## src/design/smc_pkg.sv

```systemverilog
// ----------------------------------------------------------------------------
// smc_pkg
// Shared types and codes of the coordinate-list sparse matrix store.
// ----------------------------------------------------------------------------
package smc_pkg;

    localparam logic [2:0] ACT_READ  = 3'd0;
    localparam logic [2:0] ACT_WRITE = 3'd1;
    localparam logic [2:0] ACT_ACCUM = 3'd2;
    localparam logic [2:0] ACT_ROW   = 3'd3;
    localparam logic [2:0] ACT_COL   = 3'd4;

    typedef struct packed {
        logic [2:0]         action;
        logic [7:0]         row_index;
        logic [7:0]         col_index;
        logic signed [31:0] operand_value;
    } in_word_t;

    typedef struct packed {
        logic signed [31:0] element_value;
        logic               found;
        logic [7:0]         other_index;
        logic               status;
        logic               last;
    } out_word_t;

    typedef struct packed {
        logic [31:0] val;
        logic [7:0]  row;
        logic [7:0]  col;
    } entry_t;

    // per-cycle command to the cell row
    typedef struct packed {
        logic rot;
        logic cmp;
        logic load;
    } cell_ctl_t;

endpackage

```

## src/design/smc_cell.sv

```systemverilog
// ----------------------------------------------------------------------------
// smc_cell
// One storage cell: rotates toward its neighbor, closes up on delete, or
// takes a new entry when it is the next free slot.
// ----------------------------------------------------------------------------
module smc_cell #(
    parameter int IDX = 0,
    parameter int PW  = 6,
    parameter int CW  = 7
) (
    input  logic              clk,
    input  smc_pkg::cell_ctl_t ctl,
    input  logic [PW-1:0]     pos,
    input  logic [CW-1:0]     cnt,
    input  smc_pkg::entry_t   nb,
    input  smc_pkg::entry_t   new_entry,
    output smc_pkg::entry_t   q
);

    smc_pkg::entry_t d_reg;

    always_ff @(posedge clk)
    begin
        if (ctl.rot)
        begin
            d_reg <= nb;
        end
        else if (ctl.cmp && (PW'(IDX) >= pos))
        begin
            d_reg <= nb;
        end
        else if (ctl.load && (CW'(IDX) == cnt))
        begin
            d_reg <= new_entry;
        end
    end

    assign q = d_reg;

endmodule

```

## src/design/sparse_matrix_coo_store.sv

```systemverilog
// Sparse matrix store in coordinate-list form. Entries sit in a ring of
// CAPACITY cells; every item rotates the ring once around, looking at one
// entry per cycle at the head while the rotation is not paused, then in a
// final step, once the output is free, delivers the result and applies an
// append or a close-up; no new item is taken before then. A row or column
// read pauses the rotation while a found word cannot be handed on.
// ----------------------------------------------------------------------------
// sparse_matrix_coo_store
// Top level: control sequencer, output register and the cell ring.
// ----------------------------------------------------------------------------
module sparse_matrix_coo_store #(
    parameter int CAPACITY   = 64,
    parameter int INDEX_BITS = 8
) (
    input  logic                clk,
    input  logic                rst_n,
    input  logic                in_valid,
    output logic                in_stall,
    input  smc_pkg::in_word_t   in_data,
    output logic                out_valid,
    input  logic                out_stall,
    output smc_pkg::out_word_t  out_data
);

    localparam int PW = $clog2(CAPACITY);
    localparam int CW = $clog2(CAPACITY + 1);
    localparam int IW = (INDEX_BITS < 8) ? INDEX_BITS : 8;
    localparam logic [7:0] IDX_MASK = 8'((1 << IW) - 1);

    typedef enum logic [1:0] {S_IDLE, S_SCAN, S_FIN} state_t;

    state_t              state_reg;
    logic [CW-1:0]       k_reg;
    logic [CW-1:0]       cnt_reg;
    logic [PW-1:0]       pos_reg;
    logic [2:0]          act_reg;
    logic [7:0]          r_reg;
    logic [7:0]          c_reg;
    logic [31:0]         v_reg;
    logic                found_reg;
    logic [31:0]         res_reg;
    logic                pend_v_reg;
    smc_pkg::out_word_t  pend_reg;
    logic                out_v_reg;
    smc_pkg::out_word_t  out_reg;

    smc_pkg::entry_t     cell_q [CAPACITY];
    smc_pkg::entry_t     nb     [CAPACITY];
    smc_pkg::entry_t     head;
    smc_pkg::entry_t     ring_in;
    smc_pkg::entry_t     new_entry;
    smc_pkg::cell_ctl_t  ctl;

    logic        is_list, is_row, is_upd;
    logic        live, hit_el, hit_ls, adv, out_free;
    logic [31:0] newval;
    logic        full, do_append, do_delete;
    logic        out_load;

    assign head     = cell_q[0];
    assign is_list  = (act_reg == smc_pkg::ACT_ROW) || (act_reg == smc_pkg::ACT_COL);
    assign is_row   = (act_reg == smc_pkg::ACT_ROW);
    assign is_upd   = (act_reg == smc_pkg::ACT_WRITE) || (act_reg == smc_pkg::ACT_ACCUM);
    assign live     = (k_reg < cnt_reg);
    assign hit_el   = live && !is_list && (head.row == r_reg) && (head.col == c_reg);
    assign hit_ls   = live && is_list && (is_row ? (head.row == r_reg) : (head.col == c_reg));
    assign newval   = (act_reg == smc_pkg::ACT_ACCUM) ? (head.val + v_reg) : v_reg;
    assign out_free = !out_v_reg || !out_stall;
    assign adv      = !(hit_ls && pend_v_reg && !out_free);

    // a word goes into the output register this cycle
    assign out_load = ((state_reg == S_SCAN) && adv && hit_ls && pend_v_reg)
                      || ((state_reg == S_FIN) && out_free);

    // element result actions at the end of the pass
    assign full      = !found_reg && is_upd && (res_reg != 32'd0)
                       && (cnt_reg == CW'(CAPACITY));
    assign do_append = !found_reg && is_upd && (res_reg != 32'd0) && !full;
    assign do_delete = found_reg && is_upd && (res_reg == 32'd0);

    always_comb
    begin
        ring_in = head;
        if (hit_el && is_upd)
        begin
            ring_in.val = newval;
        end
        new_entry.val = res_reg;
        new_entry.row = r_reg;
        new_entry.col = c_reg;
        ctl.rot  = (state_reg == S_SCAN) && adv;
        ctl.cmp  = (state_reg == S_FIN) && !is_list && out_free && do_delete;
        ctl.load = (state_reg == S_FIN) && !is_list && out_free && do_append;
    end

    genvar gi;
    generate
        for (gi = 0; gi < CAPACITY; gi++)
        begin : g_cell
            if (gi == CAPACITY - 1)
            begin : g_tail
                assign nb[gi] = ring_in;
            end
            else
            begin : g_mid
                assign nb[gi] = cell_q[gi + 1];
            end
            smc_cell #(.IDX(gi), .PW(PW), .CW(CW)) u_cell (
                .clk       (clk),
                .ctl       (ctl),
                .pos       (pos_reg),
                .cnt       (cnt_reg),
                .nb        (nb[gi]),
                .new_entry (new_entry),
                .q         (cell_q[gi])
            );
        end
    endgenerate

    always_ff @(posedge clk or negedge rst_n)
    begin
        if (!rst_n)
        begin
            state_reg  <= S_IDLE;
            k_reg      <= '0;
            cnt_reg    <= '0;
            pos_reg    <= '0;
            act_reg    <= smc_pkg::ACT_READ;
            r_reg      <= '0;
            c_reg      <= '0;
            v_reg      <= '0;
            found_reg  <= 1'b0;
            res_reg    <= '0;
            pend_v_reg <= 1'b0;
            pend_reg   <= '0;
            out_v_reg  <= 1'b0;
            out_reg    <= '0;
        end
        else
        begin
            if (out_load)
            begin
                out_v_reg <= 1'b1;
            end
            else if (!out_stall)
            begin
                out_v_reg <= 1'b0;
            end
            case (state_reg)
                S_IDLE:
                begin
                    if (in_valid)
                    begin
                        act_reg    <= in_data.action;
                        r_reg      <= in_data.row_index & IDX_MASK;
                        c_reg      <= in_data.col_index & IDX_MASK;
                        v_reg      <= in_data.operand_value;
                        found_reg  <= 1'b0;
                        // an absent element takes the operand on write or accumulate
                        res_reg    <= ((in_data.action == smc_pkg::ACT_WRITE)
                                       || (in_data.action == smc_pkg::ACT_ACCUM))
                                      ? in_data.operand_value : 32'd0;
                        pend_v_reg <= 1'b0;
                        k_reg      <= '0;
                        state_reg  <= S_SCAN;
                    end
                end
                S_SCAN:
                begin
                    if (adv)
                    begin
                        if (hit_el)
                        begin
                            found_reg <= 1'b1;
                            pos_reg   <= k_reg[PW-1:0];
                            res_reg   <= is_upd ? newval : head.val;
                        end
                        if (hit_ls)
                        begin
                            // previous hit is not the last one
                            if (pend_v_reg)
                            begin
                                out_reg <= pend_reg;
                            end
                            pend_v_reg             <= 1'b1;
                            pend_reg.element_value <= head.val;
                            pend_reg.found         <= 1'b1;
                            pend_reg.other_index   <= is_row ? head.col : head.row;
                            pend_reg.status        <= 1'b0;
                            pend_reg.last          <= 1'b0;
                        end
                        if (k_reg == CW'(CAPACITY - 1))
                        begin
                            state_reg <= S_FIN;
                        end
                        k_reg <= k_reg + 1'b1;
                    end
                end
                S_FIN:
                begin
                    if (out_free)
                    begin
                        if (is_list)
                        begin
                            out_reg.element_value <= pend_v_reg ? pend_reg.element_value
                                                                : 32'sd0;
                            out_reg.found         <= pend_v_reg;
                            out_reg.other_index   <= pend_v_reg ? pend_reg.other_index
                                                                : 8'd0;
                            out_reg.status        <= 1'b0;
                            out_reg.last          <= 1'b1;
                            pend_v_reg <= 1'b0;
                        end
                        else
                        begin
                            out_reg.element_value <= full ? 32'sd0 : res_reg;
                            out_reg.found         <= found_reg;
                            out_reg.other_index   <= c_reg;
                            out_reg.status        <= full;
                            out_reg.last          <= 1'b1;
                            if (do_append)
                            begin
                                cnt_reg <= cnt_reg + 1'b1;
                            end
                            else if (do_delete)
                            begin
                                cnt_reg <= cnt_reg - 1'b1;
                            end
                        end
                        state_reg <= S_IDLE;
                    end
                end
                default:
                begin
                    state_reg <= S_IDLE;
                end
            endcase
        end
    end

    assign in_stall  = (state_reg != S_IDLE);
    assign out_valid = out_v_reg;
    assign out_data  = out_reg;

    a_cnt_bound: assert property (@(posedge clk) disable iff (!rst_n)
        cnt_reg <= CW'(CAPACITY))
        else $error("entry count above capacity");

    a_pend_idle: assert property (@(posedge clk) disable iff (!rst_n)
        (state_reg == S_IDLE) |-> !pend_v_reg)
        else $error("pending list word left over in idle");

    a_scan_len: assert property (@(posedge clk) disable iff (!rst_n)
        (state_reg == S_SCAN) |-> (k_reg < CW'(CAPACITY)))
        else $error("scan ran past the ring");

    a_cnt_step: assert property (@(posedge clk) disable iff (!rst_n)
        (state_reg != S_FIN) |=> (cnt_reg == $past(cnt_reg)))
        else $error("entry count changed outside the final step");

endmodule
```

## config.mk

```make
export PLATFORM = sky130hd
export DESIGN_NAME = sparse_matrix_coo_store
export DESIGN_NICKNAME = d
export VERILOG_FILES = /design/src/design/smc_pkg.sv /design/src/design/smc_cell.sv /design/src/design/sparse_matrix_coo_store.sv
export SDC_FILE = /design/constraint.sdc
export NUM_CORES = 2
export LEC_CHECK = 0
export BUFFER_PORTS_ARGS = -buffer_cell sky130_fd_sc_hd__buf_2
export CORE_ASPECT_RATIO = 1.1
export CORE_UTILIZATION = 60
export CTS_CLUSTER_DIAMETER = 120
export DETAILED_ROUTE_END_ITERATION = 16
export HOLD_SLACK_MARGIN = 0.12
export PLACE_DENSITY = 0.76
export SYNTH_ARGS = -nofsm -noshare
export SYNTH_HDL_FRONTEND = slang
export SYNTH_SLANG_ARGS = --single-unit
```

## constraint.sdc

```tcl
create_clock -name clk -period 17.25 [get_ports clk]
set_input_delay 3.45 -clock clk [delete_from_list [all_inputs] [get_ports clk]]
set_output_delay 3.45 -clock clk [all_outputs]
set_load 0.005 [all_outputs]
```

* Word-level counts from Yosys, hierarchy flattened
Cells that the tools add are included.
Operators by class: $add $sub $neg 4, $mul 0, div/mod/pow operators 0, $lt $le $gt $ge 65, equality and inequality tests 84, shift-type cells 0, mux-type cells 232, bitwise operators 2, reduce and logical (&&, ||, !) cells 244
Operators by type and width (number):
- $mux 48 | 192
- $mux 32 | 9
- $eq 6x7->1 const A | 32
- $mux 43 | 5
- $reduce_bool 3->1 | 65
- $ge 6x6->1 const A | 32
- $logic_and 1x1->1 | 150
- $eq 5x7->1 const A | 16
- $ge 5x6->1 const A | 16
- $pmux 43 s2 | 1
- $pmux 32 s2 | 1
- $eq 4x7->1 const A | 8
- $ge 4x6->1 const A | 8
- $add 32x32->32 | 1
- $logic_not 32->1 | 1
- $reduce_bool 32->1 | 1
- $eq 3x7->1 const A | 4
- $mux 7 | 4
- $ge 3x6->1 const A | 4
- $eq 8x8->1 | 2
- $mux 8 | 2
- $add 7x1->7 const B | 2
- $eq 2x7->1 const A | 2
- $ne 2x2->1 const B | 7
- 30 further kinds | 66
Storage, ports and cells: flip-flop bits (word level) 3264, bits in latches 0, RAM bits 0, ROM bits 0, input port bits 55, word-level logic and storage cells 843, memories 0

* Logic depth before layout (Yosys ltp)
word-level depth 12, depth in mapped cells 16, gate-level depth less buffers 11

* Least setup slack after synthesis
No wires, ideal clock.
kind input -> register, from input port out_stall, to register g_cell[47].u_cell.d_reg, in the netlist g_cell[47].u_cell.q[0] (enable), setup time 520 ps, data arrival time 7791 ps, setup slack 8938 ps, stages 6, path buffers 0, cell sequence nand2_1 nand2_1 nor2_1 and3_1 nand3_1 o21ai_0
On the way: cells in the longest elaborated chain, start to end 7
RTL lines:
- start: declaration | RTL line sparse_matrix_coo_store.sv:21 | input logic out_stall,
- $logic_not 1->1 *
- $logic_or 1x1->1 * | RTL line sparse_matrix_coo_store.sv:68 | assign out_free = !out_v_reg || !out_stall;
- $logic_not 1->1 | RTL line sparse_matrix_coo_store.sv:69 | assign adv = !(hit_ls && pend_v_reg && !out_free);
- $logic_and 1x1->1 | RTL line sparse_matrix_coo_store.sv:69
- $logic_not 1->1 | RTL line sparse_matrix_coo_store.sv:69
- $logic_and 1x1->1 | RTL line sparse_matrix_coo_store.sv:91 | ctl.rot = (state_reg == S_SCAN) && adv;
- $reduce_bool 3->1 (no source line) *
- end signal: assignment | RTL line smc_cell.sv:26 | d_reg <= nb;
- end signal: assignment | RTL line smc_cell.sv:30 | d_reg <= nb;
- end signal: assignment | RTL line smc_cell.sv:34 | d_reg <= new_entry;
- end: declaration | RTL line smc_cell.sv:20 | smc_pkg::entry_t d_reg;
Mark *: on every way between the ends. The rest lies on a longest branch, timed or not. A chain may end at the register's enable or synchronous reset.

* Final worst setup path
from input port out_stall, to register g_cell[12].u_cell.d_reg, in the netlist g_cell[12].u_cell.q[31] (enable)
On the way: cells in the longest elaborated chain, start to end 7
RTL lines (RTL line):
- $logic_not 1->1 *
- $logic_or 1x1->1 * | sparse_matrix_coo_store.sv:68
- $logic_not 1->1 | sparse_matrix_coo_store.sv:69
- $logic_and 1x1->1 | sparse_matrix_coo_store.sv:69
- $logic_not 1->1 | sparse_matrix_coo_store.sv:69
- $logic_and 1x1->1 | sparse_matrix_coo_store.sv:91
- $reduce_bool 3->1 (no source line) *
- end signal: assignment | smc_cell.sv:26
- end signal: assignment | smc_cell.sv:30
- end signal: assignment | smc_cell.sv:34
- end: declaration | smc_cell.sv:20
Marks and branches as above.

==> impl_metrics.yaml <==
status:
  status: "completed"
placed_design:
  portBuffers: 99
  dp.cells: 13257
  gp_congestion: 0.9426
  dpl.hpwl_mm: 209.4
  place_area_mm2: 0.1389
route:
  viasPerCell: 6.052
  vias: 83760
  first_pass_iters: 8
  wl_per_cell_um: 25.16
  first_iter_violations: 9871
  drc_errors: 0
  routed_wl_mm: 348.3
  ant_nets: 0
final_layout:
  fill_cells: 15180
  final_util_pct: 66.73
  final_nets: 10747
  final_cells: 13841
  design_area_mm2: 0.1492
  drive_above_1_share_pct: 15.71
  syn_to_final_growth_pct: 10.52
  largest_reg_flops: 3072
yosys:
  syn-instance-count: 10760
  ys_seq_area_share_pct: 71.89
  synthesis.nets: 10859
  synth_common_cells: "nand2_1 (4908), edfxtp_1 (3072), mux2_2 (779)"
  synth_top_cell_by_area: "edfxtp_1"
  ys_top_cells_by_area: "edfxtp_1 (68%), nand2_1 (14%), mux2_2 (6.5%), dfrtp_1 (3.6%), buf_2 (1.1%)"
  synth_edf_count: 3072
  netlist_area_mm2: 0.1350
  synth.distinct_cells: 88
  yosysMostFrequentCell: "nand2_1"
  async_reset_ff_share_pct: 5.882
  synth-main-ff-cell: "edfxtp_1"
  ys_ff_latch: 3264
  synth_top_cell_area_share_pct: 68.33
  yosys_warnings: 0
  synth.avg_cell_area_um2: 12.55
floorplanning:
  io_pins: 100
  die_area_mm2: 0.2269
  core_mm2: 0.2236
  rows: 182
  die_h_um: 499.5
  initial_core_util_pct: 60.37
  fp.dieW_um: 454.3
cts:
  post-cts-setup-buffers: 0
  numCtsBuffers: 333
  holdBufCountCts: 0
  cts_tree: "done"
  cts.sinks: 3264
  clockBufferDepth: 4
  path_clk_slew_ns: 0.06
  post_cts_resized: 0
  cts.htree.levels: 5
  root_buffer: "clkbuf_16"
  clk_latency_ns: 0.98
power_and_ir_drop:
  power_leakage_uw: 0.06650
  comb_power_share_pct: 19.4
  internal-power_uw: 19470
  peakVddDrop_mv: 0.1274
  clockPowerShare_pct: 25.6
  pwr_density_cell_mw_per_mm2: 182.8
  swShare_pct: 28.61
  p_sw_uw: 7801
  pwr-share-seq_pct: 55.0
timing:
  slew_violations: 0
  setup_violations: 0
  hold_viol_final: 0
  fin_crit_sh_pct: 41.46
  tightest_slew_ns: 1.325
  min_period_ns: 7.153
  fin_hold_ws_ns: 0.4530
  rsz0062_at_grt: "false"
  relSlewSlack_pct: 11.37
  finalSetupTns_ns: 0
  finalClockSkew_ns: 0.07594
  timing.fmax_ghz: 0.1398
global_routing:
  grt_remaining_overflow: 0
  grt_pass1_wl_mm: 523.6
  grt_max_degree: 74
  grt_pass1_vias: 83336
  grt_antenna_before_repair: 21
  grtUsageTotal_pct: 30.90
worst_setup_path:
  endpoint_kind: "register"
  cp_max_fo: 50
  r2r-start: "res_reg[27]$_DFFE_PN0P_"
  reg2reg_setup_slack_ns: 11.39
  crit_start: "out_stall"
  cp.arrival_ns: 7.70
  critPathRequiredTime_ns: 17.79
  critPathLaunchType: "input port"
  critical_path_class: "input port to register"
hold_path:
  min_from: "g_cell[14].u_cell.q[35]$_DFFE_PP_"
  hp-class: "register to register"
flow_run:
  cap_violations: 0
-- final timing paths --
check | depth (start not counted) | endpoint
setup / recovery | 12 | g_cell[12].u_cell.q[31]$_DFFE_PP_
hold / removal | 2 | g_cell[13].u_cell.q[35]$_DFFE_PP_
setup reg to reg | 11 | g_cell[12].u_cell.q[31]$_DFFE_PP_
hold reg to reg | 2 | g_cell[13].u_cell.q[35]$_DFFE_PP_
max in group asynchronous | 2 | v_reg[3]$_DFFE_PN0P_
min in group asynchronous | 1 | r_reg[4]$_DFFE_PN0P_
-- layout make-up --
class / instances / area (um^2) / area share [%]
antenna: 11 / 27.53 / 0.01845
clock buffer: 426 / 8902 / 5.966
clock inverter: 147 / 1368 / 0.9165
inverter: 19 / 71.32 / 0.04780
multi-input combinational: 6735 / 36070 / 24.17
sequential: 3264 / 97110 / 65.08
tap: 2944 / 3684 / 2.469
timing repair buffer: 295 / 1976 / 1.324
-- metrics by stage --
stage	worst slack (ns)	power [uW]
finish	10.10	27270
floorplan	8.938	18020
global placement	9.355	19990
detailed placement	9.227	20220
global route	9.863	28480
CTS	10.17	27270
-- cells in the final DEF, fill, tap and decap left out, types with 65 or more instances in the layout --
cell type	n
nand2_1	4870
edfxtp_1	3072
mux2_2	779
clkbuf_16	341
buf_4	196
dfrtp_1	176
nor2_1	155
a21oi_1	118
mux2_1	112
buf_2	98
o21ai_0	86
clkbuf_1	80
clkinv_1	65
-- power by group through the flow --
stage	clock network [uW]	logic, uW	registers, uW
2_1_floorplan	0	3800	14200
3_3_place_gp	0	5010	15000
3_5_place_dp	0	5170	15000
4_1_cts	7000	5280	15000
5_1_grt	7300	5890	15300
6_report	6970	5290	15000
-- critical path, stage by stage --
cell and delay [ns]:
buf_2 0.12, nand2_1 0.20, nand2_1 0.12, nor2_1 0.34
and4_1 0.25, buf_4 0.37, nand2_2 0.37, o21ai_4 0.23
buf_4 0.49, a21o_2 0.80, o21bai_4 0.34, buf_4 0.53
-- metal layers --
metal / GRT usage, % / part of all wire, %
met5: 0 / 0.043
met4: 13.55 / 4.8
met3: 7.379 / 10
met2: 48.43 / 47
met1: 41.36 / 38
-- kinds of logic after synthesis --
logic type	after synthesis	synth area share, %
AND/OR/NAND/NOR	5226	14.83
flip-flops	3264	71.89
multiplexers	914	7.602
buffers and inverters	761	2.464
AO/OA/AOI/OAI	500	2.466
XOR/XNOR	51	0.3309
adder cells (fa/ha/maj)	44	0.4133
Power figures use the tool's default switching activity.
